**src/rtl/lant_pkg.sv**
```systemverilog
`default_nettype none
// ---------------------------------------------------------------------------
// lant_pkg
// Shared constants and types of the multi-color ant step core: default
// geometry, field widths, register indexes, heading codes and the control
// bundle that the step unit returns to the sequencer.
// ---------------------------------------------------------------------------
package lant_pkg;

	localparam int GRID_W_DEF     = 64;
	localparam int GRID_H_DEF     = 64;
	localparam int MAX_COLORS_DEF = 16;

	localparam int COLOR_W = 4;
	localparam int NCOL_W  = 5;
	localparam int RULE_W  = 32;
	localparam int CNT_W   = 32;
	localparam int POS_O_W = 6;

	localparam logic REG_NUM_COLORS = 1'b0;
	localparam logic REG_TURN_RULE  = 1'b1;

	localparam logic [1:0] HD_UP    = 2'd0;
	localparam logic [1:0] HD_RIGHT = 2'd1;
	localparam logic [1:0] HD_DOWN  = 2'd2;
	localparam logic [1:0] HD_LEFT  = 2'd3;

	typedef struct packed {
		logic [1:0]         heading;
		logic [COLOR_W-1:0] color_next;
		logic               leaves;
	} step_ctl_t;

endpackage
`default_nettype wire

```
**src/rtl/lant_step.sv**
```systemverilog
`default_nettype none
// ---------------------------------------------------------------------------
// lant_step
// Step unit: turn by the rule of the current cell color, advance the color
// cyclically and move one cell in the new heading, flagging a grid exit.
// ---------------------------------------------------------------------------
module lant_step
	import lant_pkg::*;
#(
	parameter int GRID_W     = GRID_W_DEF,
	parameter int GRID_H     = GRID_H_DEF,
	parameter int MAX_COLORS = MAX_COLORS_DEF
) (
	input  wire [COLOR_W-1:0]        color,
	input  wire [1:0]                heading,
	input  wire [$clog2(GRID_W)-1:0] pos_x,
	input  wire [$clog2(GRID_H)-1:0] pos_y,
	input  wire [NCOL_W-1:0]         num_colors,
	input  wire [RULE_W-1:0]         turn_rule,
	output logic [$clog2(GRID_W)-1:0] next_x,
	output logic [$clog2(GRID_H)-1:0] next_y,
	output step_ctl_t                 ctl
);

	localparam int XW = $clog2(GRID_W);
	localparam int YW = $clog2(GRID_H);

	logic [NCOL_W-1:0] eff_colors;
	logic [NCOL_W-1:0] color_inc;
	logic [1:0]        turn;
	logic [1:0]        new_hd;

	always_comb begin
		if (num_colors < NCOL_W'(2)) begin
			eff_colors = NCOL_W'(2);
		end else if (num_colors > NCOL_W'(MAX_COLORS)) begin
			eff_colors = NCOL_W'(MAX_COLORS);
		end else begin
			eff_colors = num_colors;
		end
		color_inc = NCOL_W'(color) + NCOL_W'(1);
		turn      = 2'(turn_rule >> {color, 1'b0});
		new_hd    = heading + turn;

		ctl.heading    = new_hd;
		ctl.color_next = (color_inc >= eff_colors) ? '0 : COLOR_W'(color_inc);
		ctl.leaves     = 1'b0;
		next_x         = pos_x;
		next_y         = pos_y;

		unique case (new_hd)
			HD_UP: begin
				if (pos_y == '0) ctl.leaves = 1'b1;
				else next_y = pos_y - YW'(1);
			end
			HD_RIGHT: begin
				if (pos_x == XW'(GRID_W - 1)) ctl.leaves = 1'b1;
				else next_x = pos_x + XW'(1);
			end
			HD_DOWN: begin
				if (pos_y == YW'(GRID_H - 1)) ctl.leaves = 1'b1;
				else next_y = pos_y + YW'(1);
			end
			HD_LEFT: begin
				if (pos_x == '0) ctl.leaves = 1'b1;
				else next_x = pos_x - XW'(1);
			end
		endcase
	end

endmodule
`default_nettype wire

```
**config.mk**
```make
export PLATFORM = sky130hd
export DESIGN_NAME = lant_step
export DESIGN_NICKNAME = d
export VERILOG_FILES = /design/src/rtl/lant_pkg.sv /design/src/rtl/lant_step.sv
export SDC_FILE = /design/constraint.sdc
export NUM_CORES = 1
export LEC_CHECK = 0
export BUFFER_PORTS_ARGS = -buffer_cell sky130_fd_sc_hd__buf_2
export CAP_MARGIN = 10
export CORE_MARGIN = 1
export CORE_UTILIZATION = 28
export DETAILED_ROUTE_END_ITERATION = 6
export MAX_ROUTING_LAYER = met4
export PLACE_DENSITY_LB_ADDON = 0.15
export SYNTH_ARGS = -nofsm -noshare
export SYNTH_HDL_FRONTEND = slang
export SYNTH_SLANG_ARGS = --single-unit
```
**constraint.sdc**
```tcl
create_clock -name vclk -period 12.8
set_input_delay 2.56 -clock vclk [all_inputs]
set_output_delay 2.56 -clock vclk [all_outputs]
set_load 0.1 [all_outputs]
```
### Word level (Yosys, flattened, before mapping)

Cells that the tools add are included.

* input port bits: 55
* register bits after elaboration: 0
* logic and storage cells: 32
* output and inout bits: 19

* reduce and logical (&&, ||, !) cells: 3
* $lt $le $gt $ge: 3
* eq/ne operators: 5
* add/subtract/negate cells: 6
* multiplexer cells: 14
* shift operators: 1

Operators by type and width (count)
* 32-bit by 5-bit right shift with 2-bit output: 1
* 6-bit 2-to-1 mux: 4
* 6-bit one-hot mux with 2 select lines: 2
* 6-bit by 1-bit adder with 6-bit output (second input constant): 2
* 6-bit equality test (second input constant): 2
* 6-bit zero test: 2
* 6-bit by 1-bit subtractor with 6-bit output (second input constant): 2
* 5-bit 2-to-1 mux: 2
* 4-bit by 1-bit adder with 5-bit output (second input constant): 1
* 5-bit >= comparator: 1
* 5-bit greater-than comparator (second input constant): 1
* 5-bit by 2-bit < comparator with 1-bit output (second input constant): 1
* 2-bit equality test (second input constant): 2
* 1-bit 2-to-1 mux: 4
* 4-bit 2-to-1 mux: 1
* 1-bit one-hot mux with 4 select lines: 1
* 2-bit adder: 1
* 2-bit by 1-bit equality test with 1-bit output (second input constant): 1
* 2-bit zero test: 1

### Depth between registers and ports, before layout

Gate-level depths: netlist of run 1.

* word-level depth: 5
* gate-level depth with buffers: 10
* gate-level depth less buffers: 10

### Least setup slack after synthesis of run 1

No wires, ideal clock.

* path type: input to output
* start point: input port color[0]
* end point: output port next_y[3]
* arrival time: 6.818 ns
* required time: 10.240 ns
* stages: 7
* path slack: 3.422 ns
* path buffers: 3
* cells stage by stage: clkbuf_8 -> mux4_2 -> mux4_1 -> ha_1 -> clkbuf_1 -> clkbuf_1 -> a2bb2oi_1

RTL lines
* start: declaration: line lant_step.sv:14 `input wire [COLOR_W-1:0] color,`
* end: declaration: line lant_step.sv:21 `output logic [$clog2(GRID_H)-1:0] next_y,`

### Worst setup path in the final report of run 1

* start point: input port color[0]
* end point: output port next_y[2]

* cells in the longest elaborated chain, start to end: 4
* elaborated cells on any way between the ends: 5
* those cells by class: 1 x add/sub; 1 x eq/ne; 1 x shift; 1 x mux; 1 x reduce/logical

RTL lines
* 32-bit by 5-bit right shift with 2-bit output (*): line lant_step.sv:42 `turn = 2'(turn_rule >> {color, 1'b0});`
* 2-bit adder (*): line lant_step.sv:43 `new_hd = heading + turn;`
* 2-bit equality test / 2-bit zero test (equally long branches): line lant_step.sv:51 `unique case (new_hd)`
* 6-bit one-hot mux with 2 select lines (*): line lant_step.sv:51

Mark *: on every way between the ends. The rest lies on a longest branch, timed or not.

==> out/summary.log, run 1 <==
INFO  layout         antennaDiodeCount=0
INFO  sta            timing.final.max_slew_violations=0
INFO  routing        viasPerCell=5.01
INFO  synthesis      synth.net_count=245
INFO  floorplanning  core=4790µm²
INFO  power          irDropWorstVdd=0.0488mV
INFO  hold_path      class_of_the_tightest_hold_or_removal_check=input port to output port
INFO  sta            final_period_minus_worst_setup_slack=8510ps
INFO  place          final_weighted_congestion_of_routability_driven_global_placement=0.772
INFO  synthesis      syn-cell-area=1410µm²
INFO  critical_path  max_stage_delay=590ps
INFO  layout         sequential_cell_area=0µm²
INFO  status         status=finished clean
INFO  flow_run       max_cap_violations=0
INFO  global_routing wire_length_of_the_first_global_routing_pass=6020µm
INFO  floorplanning  floorplan.die.height=72.9µm
INFO  layout         numSequentialCells=0
INFO  synthesis      syn-instance-count=177
INFO  power          totalPowerFinal=0.202mW
INFO  global_routing grt_util_all_layers=0.139
INFO  routing        wl_per_cell=12.0µm
INFO  synthesis      netlist.top_cell.by_area=sky130_fd_sc_hd__ha_1
INFO  critical_path  critical_path.n_buffers_inverters=3
INFO  critical_path  worst_setup_sp_type=input port
INFO  critical_path  critPathArrivalTime=5950ps
INFO  floorplanning  num_rows=25
INFO  cts            cts_resized=0
INFO  routing        wirelength=3660µm
INFO  layout         multi_input_area=1240µm²
INFO  synthesis      ys_seq_area_frac=0
INFO  synthesis      synth.lib_cells_used.distinct=46
INFO  floorplanning  initial_utilization=0.294
INFO  synthesis      yosys-top-cells-area=sky130_fd_sc_hd__ha_1 (12%), sky130_fd_sc_hd__mux2i_1 (8.5%), sky130_fd_sc_hd__mux4_2 (8.0%)
INFO  power          p_leak=0.869nW
INFO  critical_path  worstSetupPathDepth=10
INFO  critical_path  cp.required=10240ps
INFO  layout         clock_buffer_count=0
INFO  sta            fin_tns_setup=0ps
INFO  place          dp_cells=304
INFO  floorplanning  die_area=5310µm²
INFO  layout         layout-area-overhead-vs-synth=23.2%
INFO  critical_path  critical-path-top-cell-by-count=sky130_fd_sc_hd__buf_2
INFO  critical_path  path_class=input port to output port
INFO  cts            cts_hold_buf=0
INFO  hold_path      timing.hold.worst_endpoint=next_y[0]
INFO  layout         final_nets=307
INFO  critical_path  endpoint_kind=output port
INFO  hold_path      worst_hold_startpoint=pos_y[0]
INFO  routing        drt_drc_violations_left=0
INFO  sta            tightestPinTransition=883ps
INFO  routing        detailroute.via_count=1522
INFO  sta            hold_viol_final=0
INFO  global_routing antenna_found_initial=0
INFO  place          dp_hpwl=2930µm
INFO  critical_path  critical_path.slowest_cell=sky130_fd_sc_hd__xnor2_4
INFO  critical_path  worstPathMaxFanout=22
INFO  sta            post-route-period-util=0.665
INFO  cts            cts_post_setup_buffers_inserted=0
INFO  floorplanning  top_level_ports=74
INFO  sta            timing.max_slew.rel_slack=0.412
INFO  synthesis      syn_area_per_cell=7.95µm²
INFO  layout         final_layout_size_suffix_gt1_frac=0.384
INFO  layout         final-instance-count-excl-fill=304
INFO  floorplanning  die_width=72.9µm
INFO  hold_path      min_path_cells=3
INFO  routing        drt_first_pass_iters=4
INFO  critical_path  crit_path_cell_trace=buf_2 > mux4_2 > mux4_1 > ha_1 > xor2_1 > xnor2_4 > inv_2 > nor3_1 > o32a_1 > buf_2
INFO  sta            setup-violations-final=0
INFO  routing        drt_first_iter_violations=50
INFO  global_routing grt_pass1_vias=1379
INFO  sta            fmax=118MHz
INFO  place          numPortBuffers=74
INFO  synthesis      synth.top_cell.area_share=0.116
INFO  critical_path  path_delay_family=multiplexers
INFO  layout         layout.filler_cells=511
INFO  sta            grt_setup_unrepaired=no
INFO  synthesis      ys.warnings.count=0
INFO  routing        antenna_left=0
INFO  global_routing global_route.overflow_total=0
INFO  global_routing largest_net_degree_at_the_start_of_global_routing=32
INFO  power          powerDensity=116nW/µm²
[cell usage after synthesis, types with 2 or more instances]
master / instances
sky130_fd_sc_hd__nand3_1: 13
sky130_fd_sc_hd__mux4_2: 5
sky130_fd_sc_hd__buf_6: 2
sky130_fd_sc_hd__nor3_1: 10
sky130_fd_sc_hd__a31oi_1: 2
sky130_fd_sc_hd__o22ai_1: 2
sky130_fd_sc_hd__o21ai_0: 4
sky130_fd_sc_hd__clkbuf_1: 6
sky130_fd_sc_hd__nor2b_1: 4
sky130_fd_sc_hd__clkbuf_8: 6
sky130_fd_sc_hd__o21ai_2: 2
sky130_fd_sc_hd__nor3b_1: 4
sky130_fd_sc_hd__a211o_1: 2
sky130_fd_sc_hd__and3_1: 5
sky130_fd_sc_hd__nand2b_1: 4
sky130_fd_sc_hd__ha_1: 13
sky130_fd_sc_hd__xor2_1: 2
sky130_fd_sc_hd__and3_2: 2
sky130_fd_sc_hd__nor2_1: 13
sky130_fd_sc_hd__inv_1: 10
sky130_fd_sc_hd__nand2_1: 9
sky130_fd_sc_hd__mux4_1: 3
sky130_fd_sc_hd__a21o_1: 2
sky130_fd_sc_hd__mux2_2: 2
sky130_fd_sc_hd__o21ai_1: 2
sky130_fd_sc_hd__nand3b_1: 7
sky130_fd_sc_hd__xnor2_1: 6
sky130_fd_sc_hd__nand4_1: 3
sky130_fd_sc_hd__mux2i_1: 12
sky130_fd_sc_hd__a21oi_1: 4
[through the flow]
| stage | area (µm²) | util | hold slack, ps | worst slack, ps |
|---|---|---|---|---|
| after floorplan | 1410 | - | 5620 | 3420 |
| after global placement | 1730 | 0.362 | 5590 | 4340 |
| after detailed placement | 1730 | 0.362 | 5590 | 4270 |
| after CTS | 1730 | 0.362 | 5590 | 4270 |
| after global routing | 1730 | 0.362 | 5620 | 4060 |
| final | 1730 | 0.362 | 5590 | 4290 |
[worst max-delay path by stage]
stage | startpoint | end | slack [ps]
6_report | color[0] | next_y[2] | 4290
5_1_grt | color[0] | next_y[3] | 4060
4_1_cts | color[0] | next_y[2] | 4270
3_5_place_dp | color[0] | next_y[2] | 4270
3_3_place_gp | color[0] | next_y[2] | 4340
2_1_floorplan | color[0] | next_y[3] | 3420
[cells by family (layout without fill, tap and decap cells)]
logic type                 Yosys count  in the layout  share of synthesized area
adders and majority gates           13             13                      0.116
and+or+nand+nor                     79             79                      0.306
AOI/OAI and AO/OA                   28             28                      0.141
buffers and inverters               25             85                      0.120
xor gates and xnor gates             9              9                     0.0693
muxes                               23             23                      0.248
[area by class of cell]
type,instances,share of cell area
multi-input combinational,152,0.714
timing repair buffer,74,0.214
tap,67,0.0483
inverter,11,0.0238
[cell usage in the layout, fill, tap and decap left out, types with 2 or more instances in the layout]
cell type                  Yosys  routed
sky130_fd_sc_hd__mux2_2        2       2
sky130_fd_sc_hd__buf_2         0      74
sky130_fd_sc_hd__a211o_1       2       2
sky130_fd_sc_hd__and3_2        2       2
sky130_fd_sc_hd__mux4_1        3       3
sky130_fd_sc_hd__inv_1        10      10
sky130_fd_sc_hd__nor2b_1       4       4
sky130_fd_sc_hd__nand3b_1      7       7
sky130_fd_sc_hd__o21ai_1       2       2
sky130_fd_sc_hd__mux4_2        5       5
sky130_fd_sc_hd__ha_1         13      13
sky130_fd_sc_hd__o22ai_1       2       2
sky130_fd_sc_hd__nor2_1       13      13
sky130_fd_sc_hd__xor2_1        2       2
sky130_fd_sc_hd__nor3_1       10      10
sky130_fd_sc_hd__nor3b_1       4       4
sky130_fd_sc_hd__o21ai_2       2       2
sky130_fd_sc_hd__nand2_1       9       9
sky130_fd_sc_hd__nand3_1      13      13
sky130_fd_sc_hd__o21ai_0       4       4
sky130_fd_sc_hd__mux2i_1      12      12
sky130_fd_sc_hd__nand4_1       3       3
sky130_fd_sc_hd__a21o_1        2       2
sky130_fd_sc_hd__and3_1        5       5
sky130_fd_sc_hd__a31oi_1       2       2
sky130_fd_sc_hd__a21oi_1       4       4
sky130_fd_sc_hd__nand2b_1      4       4
sky130_fd_sc_hd__xnor2_1       6       6
[tightest hold or removal path: cells and delay by family]
kind / cells / cell delay [ps]
buffers and inverters: 2 / 400
xor gates and xnor gates: 1 / 70
[routing by layer]
| metal | vias up | share of wire | track usage |
|---|---|---|---|
| met5 | - | 0 | - |
| met4 | 0 | 0 | 0 |
| met3 | 0 | 0.048 | 0.00276 |
| met2 | 56 | 0.48 | 0.245 |
| met1 | 685 | 0.47 | 0.189 |
| li1 | 781 | - | - |
[power by group]
part	switching, mW	internal [mW]
Clock	0	0
Sequential	0	0
Combinational	0.152	0.0491
Total	0.152	0.0491
Note: power is estimated with default switching activity, not from simulation.
==> run 2: changes to the inputs <==
- clock period: 12.8 -> 8.69 ns (I/O delays scaled with it)
==> out/summary.log, run 2 (synthesis results as in run 1) <==
INFO  layout         multi_input_area=1240µm² [unchanged]
INFO  status         status=finished clean
INFO  flow_run       max_cap_violations=0 [unchanged]
INFO  power          powerDensity=171nW/µm² [+47%]
INFO  hold_path      worst_hold_startpoint=pos_y[0]
INFO  place          dp_cells=304 [unchanged]
INFO  critical_path  worstPathMaxFanout=22 [unchanged]
INFO  hold_path      class_of_the_tightest_hold_or_removal_check=input port to output port
INFO  place          dp_hpwl=2930µm [about the same]
INFO  floorplanning  top_level_ports=74 [unchanged]
INFO  sta            final_period_minus_worst_setup_slack=6860ps
INFO  layout         final_nets=307 [unchanged]
INFO  layout         final-instance-count-excl-fill=304 [unchanged]
INFO  critical_path  critical-path-top-cell-by-count=sky130_fd_sc_hd__buf_2
INFO  routing        viasPerCell=4.96 [-0.99%]
INFO  layout         numSequentialCells=0 [unchanged]
INFO  floorplanning  initial_utilization=0.294 [unchanged]
INFO  layout         layout-area-overhead-vs-synth=23.2% [unchanged]
INFO  routing        wirelength=3620µm [-1.1%]
INFO  sta            grt_setup_unrepaired=no
INFO  global_routing antenna_found_initial=0 [unchanged]
INFO  floorplanning  num_rows=25 [unchanged]
INFO  routing        drt_drc_violations_left=0 [unchanged]
INFO  sta            timing.final.max_slew_violations=0 [unchanged]
INFO  sta            setup-violations-final=0 [unchanged]
INFO  critical_path  critical_path.n_buffers_inverters=3 [unchanged]
INFO  layout         antennaDiodeCount=0 [unchanged]
INFO  layout         layout_commonest_cell=sky130_fd_sc_hd__buf_2
INFO  critical_path  cp.required=6950ps [-3290 ps]
INFO  floorplanning  floorplan.die.height=72.9µm [unchanged]
INFO  routing        drt_first_iter_violations=69 [+38%]
INFO  floorplanning  core=4790µm² [unchanged]
INFO  cts            cts_hold_buf=0 [unchanged]
INFO  power          irDropWorstVdd=0.0701mV [+44%]
INFO  sta            post-route-period-util=0.789
INFO  critical_path  crit_start=color[0]
INFO  cts            cts_resized=0 [unchanged]
INFO  routing        detailroute.via_count=1507 [-0.99%]
INFO  routing        routedLengthMet1=1680µm [-3.3%]
INFO  critical_path  path_delay_family=multiplexers
INFO  global_routing global_route.overflow_total=0 [unchanged]
INFO  global_routing grt_util_all_layers=0.138 [-0.000300]
INFO  layout         clock_buffer_count=0 [unchanged]
INFO  global_routing largest_net_degree_at_the_start_of_global_routing=32 [unchanged]
INFO  floorplanning  die_area=5310µm² [unchanged]
INFO  layout         layout_common_cells=sky130_fd_sc_hd__buf_2 (74), sky130_fd_sc_hd__nand3_1 (13), sky130_fd_sc_hd__nor2_1 (13), sky130_fd_sc_hd__ha_1 (13), sky130_fd_sc_hd__mux2i_1 (12)
INFO  routing        wl_met3=203µm [+16%]
INFO  critical_path  critical_path.slowest_cell=sky130_fd_sc_hd__xnor2_4
INFO  place          numPortBuffers=74 [unchanged]
INFO  routing        antenna_left=0 [unchanged]
INFO  layout         final_layout_size_suffix_gt1_frac=0.384 [unchanged]
INFO  layout         layout.filler_cells=530 [+3.7%]
INFO  critical_path  path_class=input port to output port
INFO  sta            tightestPinTransition=908ps [+24.9 ps]
INFO  place          final_weighted_congestion_of_routability_driven_global_placement=0.772 [unchanged]
INFO  critical_path  endpoint_kind=output port
INFO  cts            cts_post_setup_buffers_inserted=0 [unchanged]
INFO  global_routing wire_length_of_the_first_global_routing_pass=5950µm [-1.0%]
INFO  power          p_leak=0.869nW [unchanged]
INFO  routing        top_signal_layer_used=met3
INFO  place          place_ws=1800ps [-2470 ps]
INFO  routing        route.met2.wl=1740µm [-0.74%]
INFO  sta            timing.max_slew.rel_slack=0.395 [-0.0166]
INFO  critical_path  crit_path_cell_trace=buf_2 > mux4_2 > mux4_1 > ha_1 > xor2_1 > xnor2_4 > inv_2 > nor3_1 > o32a_1 > buf_2
INFO  sta            final_critical_path_setup_slack=1830ps [-2460 ps]
INFO  sta            hold_viol_final=0 [unchanged]
INFO  critical_path  max_stage_delay=600ps [about the same]
INFO  layout         sequential_cell_area=0µm² [unchanged]
INFO  routing        wl_per_cell=11.9µm [-1.1%]
INFO  sta            fin_tns_setup=0ps [unchanged]
INFO  sta            fmax=146MHz
INFO  routing        drt_first_pass_iters=4 [unchanged]
INFO  floorplanning  die_width=72.9µm [unchanged]
INFO  critical_path  critPathArrivalTime=5120ps [-830 ps]
INFO  critical_path  worst_setup_sp_type=input port
INFO  global_routing grt_pass1_vias=1357 [-1.6%]
==> run 2: area by class of cell <==
type / count / area share
repair buffers: 74 / 0.214
multi-input cells: 152 / 0.714
well taps: 67 / 0.0483
inverters: 11 / 0.0238
==> run 2: worst min-delay path, delay by kind of cell <==
kind	cells	cell delay, ps
buffers and inverters	2	400
XOR/XNOR	1	70
==> run 2: power by group <==
part           total, mW  internal [mW]  switching (mW)
Clock                  0              0               0
Sequential             0              0               0
Combinational      0.296         0.0724           0.224
Total              0.296         0.0724           0.224
==> run 2: per-stage QoR <==
step                 util  hold slack (ps)  power (mW)  area, µm²
global placement    0.362             3950       0.298       1730
CTS                 0.362             3950       0.298       1730
floorplan               -             3980       0.259       1410
global route        0.362             3970       0.313       1730
detailed placement  0.362             3950       0.298       1730
finish              0.362             3950       0.296       1730
==> run 2: layer usage <==
metal | vias to the layer above | track usage
met5 | - | -
met4 | 0 | 0
met3 | 0 | 0.00691
met2 | 54 | 0.240
met1 | 673 | 0.190
li1 | 780 | -
==> run 2: worst paths after layout <==
check                       end  slack [ps]  depth (start not counted)
worst min-delay path  next_y[0]        3950                          3
worst max-delay path  next_y[2]        1830                         10
==> run 3: changes to the inputs <==
- clock period: 8.69 -> 6.6 ns (I/O delays scaled with it)
==> out/summary.log, run 3 (synthesis results as in run 1) <==
INFO  sta            tightestPinTransition=718ps [-190 ps]
INFO  routing        detailroute.via_count=1492 [-1.0%]
INFO  cts            cts_resized=0 [unchanged]
INFO  critical_path  critPathArrivalTime=4700ps [-420 ps]
INFO  floorplanning  top_level_ports=74 [unchanged]
INFO  layout         final_nets=308 [+0.33%]
INFO  cts            cts_post_setup_buffers_inserted=0 [unchanged]
INFO  layout         clock_buffer_count=0 [unchanged]
INFO  critical_path  path_class=input port to output port
INFO  hold_path      min_path_cells=3 [unchanged]
INFO  critical_path  endpoint_kind=output port
INFO  critical_path  worst_setup_sp_type=input port
INFO  routing        wl_per_cell=11.6µm [-2.6%]
INFO  routing        viasPerCell=4.89 [-1.3%]
INFO  power          p_leak=0.886nW [+2.0%]
INFO  routing        wirelength=3540µm [-2.3%]
INFO  place          final_weighted_congestion_of_routability_driven_global_placement=0.821 [+6.3%]
INFO  sta            grt_setup_unrepaired=no
INFO  sta            timing.max_slew.rel_slack=0.517 [+0.122]
INFO  sta            fmax=166MHz
INFO  power          swShare=0.748 [-0.00742]
INFO  layout         layout_commonest_cell=sky130_fd_sc_hd__buf_2
INFO  power          share_seq_of_total_power=0 [unchanged]
INFO  floorplanning  num_rows=25 [unchanged]
INFO  sta            fin_tns_setup=0ps [unchanged]
INFO  status         status=finished clean
INFO  sta            post-route-period-util=0.912
INFO  place          numPortBuffers=74 [unchanged]
INFO  global_routing largest_net_degree_at_the_start_of_global_routing=23 [-28%]
INFO  power          p_comb_frac=1.000 [about the same]
INFO  layout         antennaDiodeCount=0 [unchanged]
INFO  routing        drt_first_iter_violations=62 [-10%]
INFO  global_routing met2_usage_grt=0.226 [-0.0135]
INFO  sta            hold_viol_final=0 [unchanged]
INFO  power          power.clock.fraction=0 [unchanged]
INFO  floorplanning  die_width=72.9µm [unchanged]
INFO  sta            setup-violations-final=0 [unchanged]
INFO  routing        drt_drc_violations_left=0 [unchanged]
INFO  sta            timing.final.max_slew_violations=0 [unchanged]
INFO  power          power.net_switching=0.298mW [+33%]
INFO  power          irDropWorstVdd=0.125mV [+78%]
INFO  power          powerDensity=225nW/µm² [+32%]
INFO  layout         layout.filler_cells=539 [+1.7%]
INFO  floorplanning  floorplan.die.height=72.9µm [unchanged]
INFO  cts            cts_hold_buf=0 [unchanged]
INFO  layout         final-instance-count-excl-fill=305 [+0.33%]
INFO  place          dp_hpwl=2850µm [-2.6%]
INFO  critical_path  worstPathMaxFanout=22 [unchanged]
INFO  global_routing global_route.usage.met1=0.186 [-0.00316]
INFO  power          intPower=0.100mW [+39%]
INFO  global_routing grt_util_all_layers=0.133 [-0.00556]
INFO  floorplanning  die_area=5310µm² [unchanged]
INFO  critical_path  cp.required=5280ps [-1670 ps]
INFO  layout         layout-area-overhead-vs-synth=25.6%
INFO  global_routing grt_util_met3=0.00414 [-0.00276]
INFO  global_routing grt.busiest_layer=met2
INFO  hold_path      class_of_the_tightest_hold_or_removal_check=input port to output port
INFO  routing        antenna_left=0 [unchanged]
INFO  layout         numSequentialCells=0 [unchanged]
INFO  global_routing global_route.overflow_total=0 [unchanged]
INFO  global_routing grt_pass1_vias=1294 [-4.6%]
INFO  flow_run       max_cap_violations=0 [unchanged]
INFO  layout         final_layout_size_suffix_gt1_frac=0.403 [+0.0194]
INFO  global_routing wire_length_of_the_first_global_routing_pass=5720µm [-3.9%]
INFO  global_routing antenna_found_initial=0 [unchanged]
INFO  layout         sequential_cell_area=0µm² [unchanged]
INFO  floorplanning  core=4790µm² [unchanged]
INFO  layout         layout_common_cells=sky130_fd_sc_hd__buf_2 (74), sky130_fd_sc_hd__nand3_1 (13), sky130_fd_sc_hd__nor2_1 (13), sky130_fd_sc_hd__ha_1 (13), sky130_fd_sc_hd__mux2i_1 (12)
INFO  routing        drt_first_pass_iters=4 [unchanged]
INFO  place          dp_cells=305 [+0.33%]
INFO  floorplanning  initial_utilization=0.294 [unchanged]
INFO  sta            final_period_minus_worst_setup_slack=6020ps
## run 3: cell type report
cell class / instances / area [µm²] / share of cell area
multi-input combinational: 152 / 1260 / 0.715
inverter: 11 / 41.3 / 0.0234
tap: 67 / 83.8 / 0.0474
timing repair buffer: 75 / 378 / 0.214
## run 3: worst max-delay path, cell delays in order
cell and delay (ps):
sky130_fd_sc_hd__buf_2 240, sky130_fd_sc_hd__mux4_2 530, sky130_fd_sc_hd__mux4_1 510, sky130_fd_sc_hd__ha_1 200
sky130_fd_sc_hd__xor2_1 190, sky130_fd_sc_hd__xnor2_4 600, sky130_fd_sc_hd__inv_2 260, sky130_fd_sc_hd__mux2i_1 290
sky130_fd_sc_hd__xnor2_2 130, sky130_fd_sc_hd__buf_2 430
## run 3: layer usage
metal,vias up,wire [µm]
li1,784,-
met1,664,1840
met2,44,1550
met3,0,153
met4,0,0
met5,-,0
## run 3: final timing paths
path                     start   endpoint  slack [ps]
worst min-delay path  pos_y[0]  next_y[0]        3130
worst max-delay path  color[0]  next_x[0]         580
## run 3: metrics by stage
stage	setup slack (ps)	hold slack, ps	utilization	power (mW)	cell area [µm²]
finish	578	3130	0.369	0.398	1770
global route	346	3160	0.369	0.420	1770
CTS	549	3140	0.369	0.400	1770
detailed placement	534	3140	0.369	0.400	1770
global placement	604	3130	0.369	0.399	1770
floorplan	35.6	3040	-	0.349	1430
## run 3: power groups by stage
stage	clock, mW	sequential, mW	combinational [mW]
2_1_floorplan	0	0	0.349
3_3_place_gp	0	0	0.399
3_5_place_dp	0	0	0.400
4_1_cts	0	0	0.400
5_1_grt	0	0	0.420
6_report	0	0	0.398
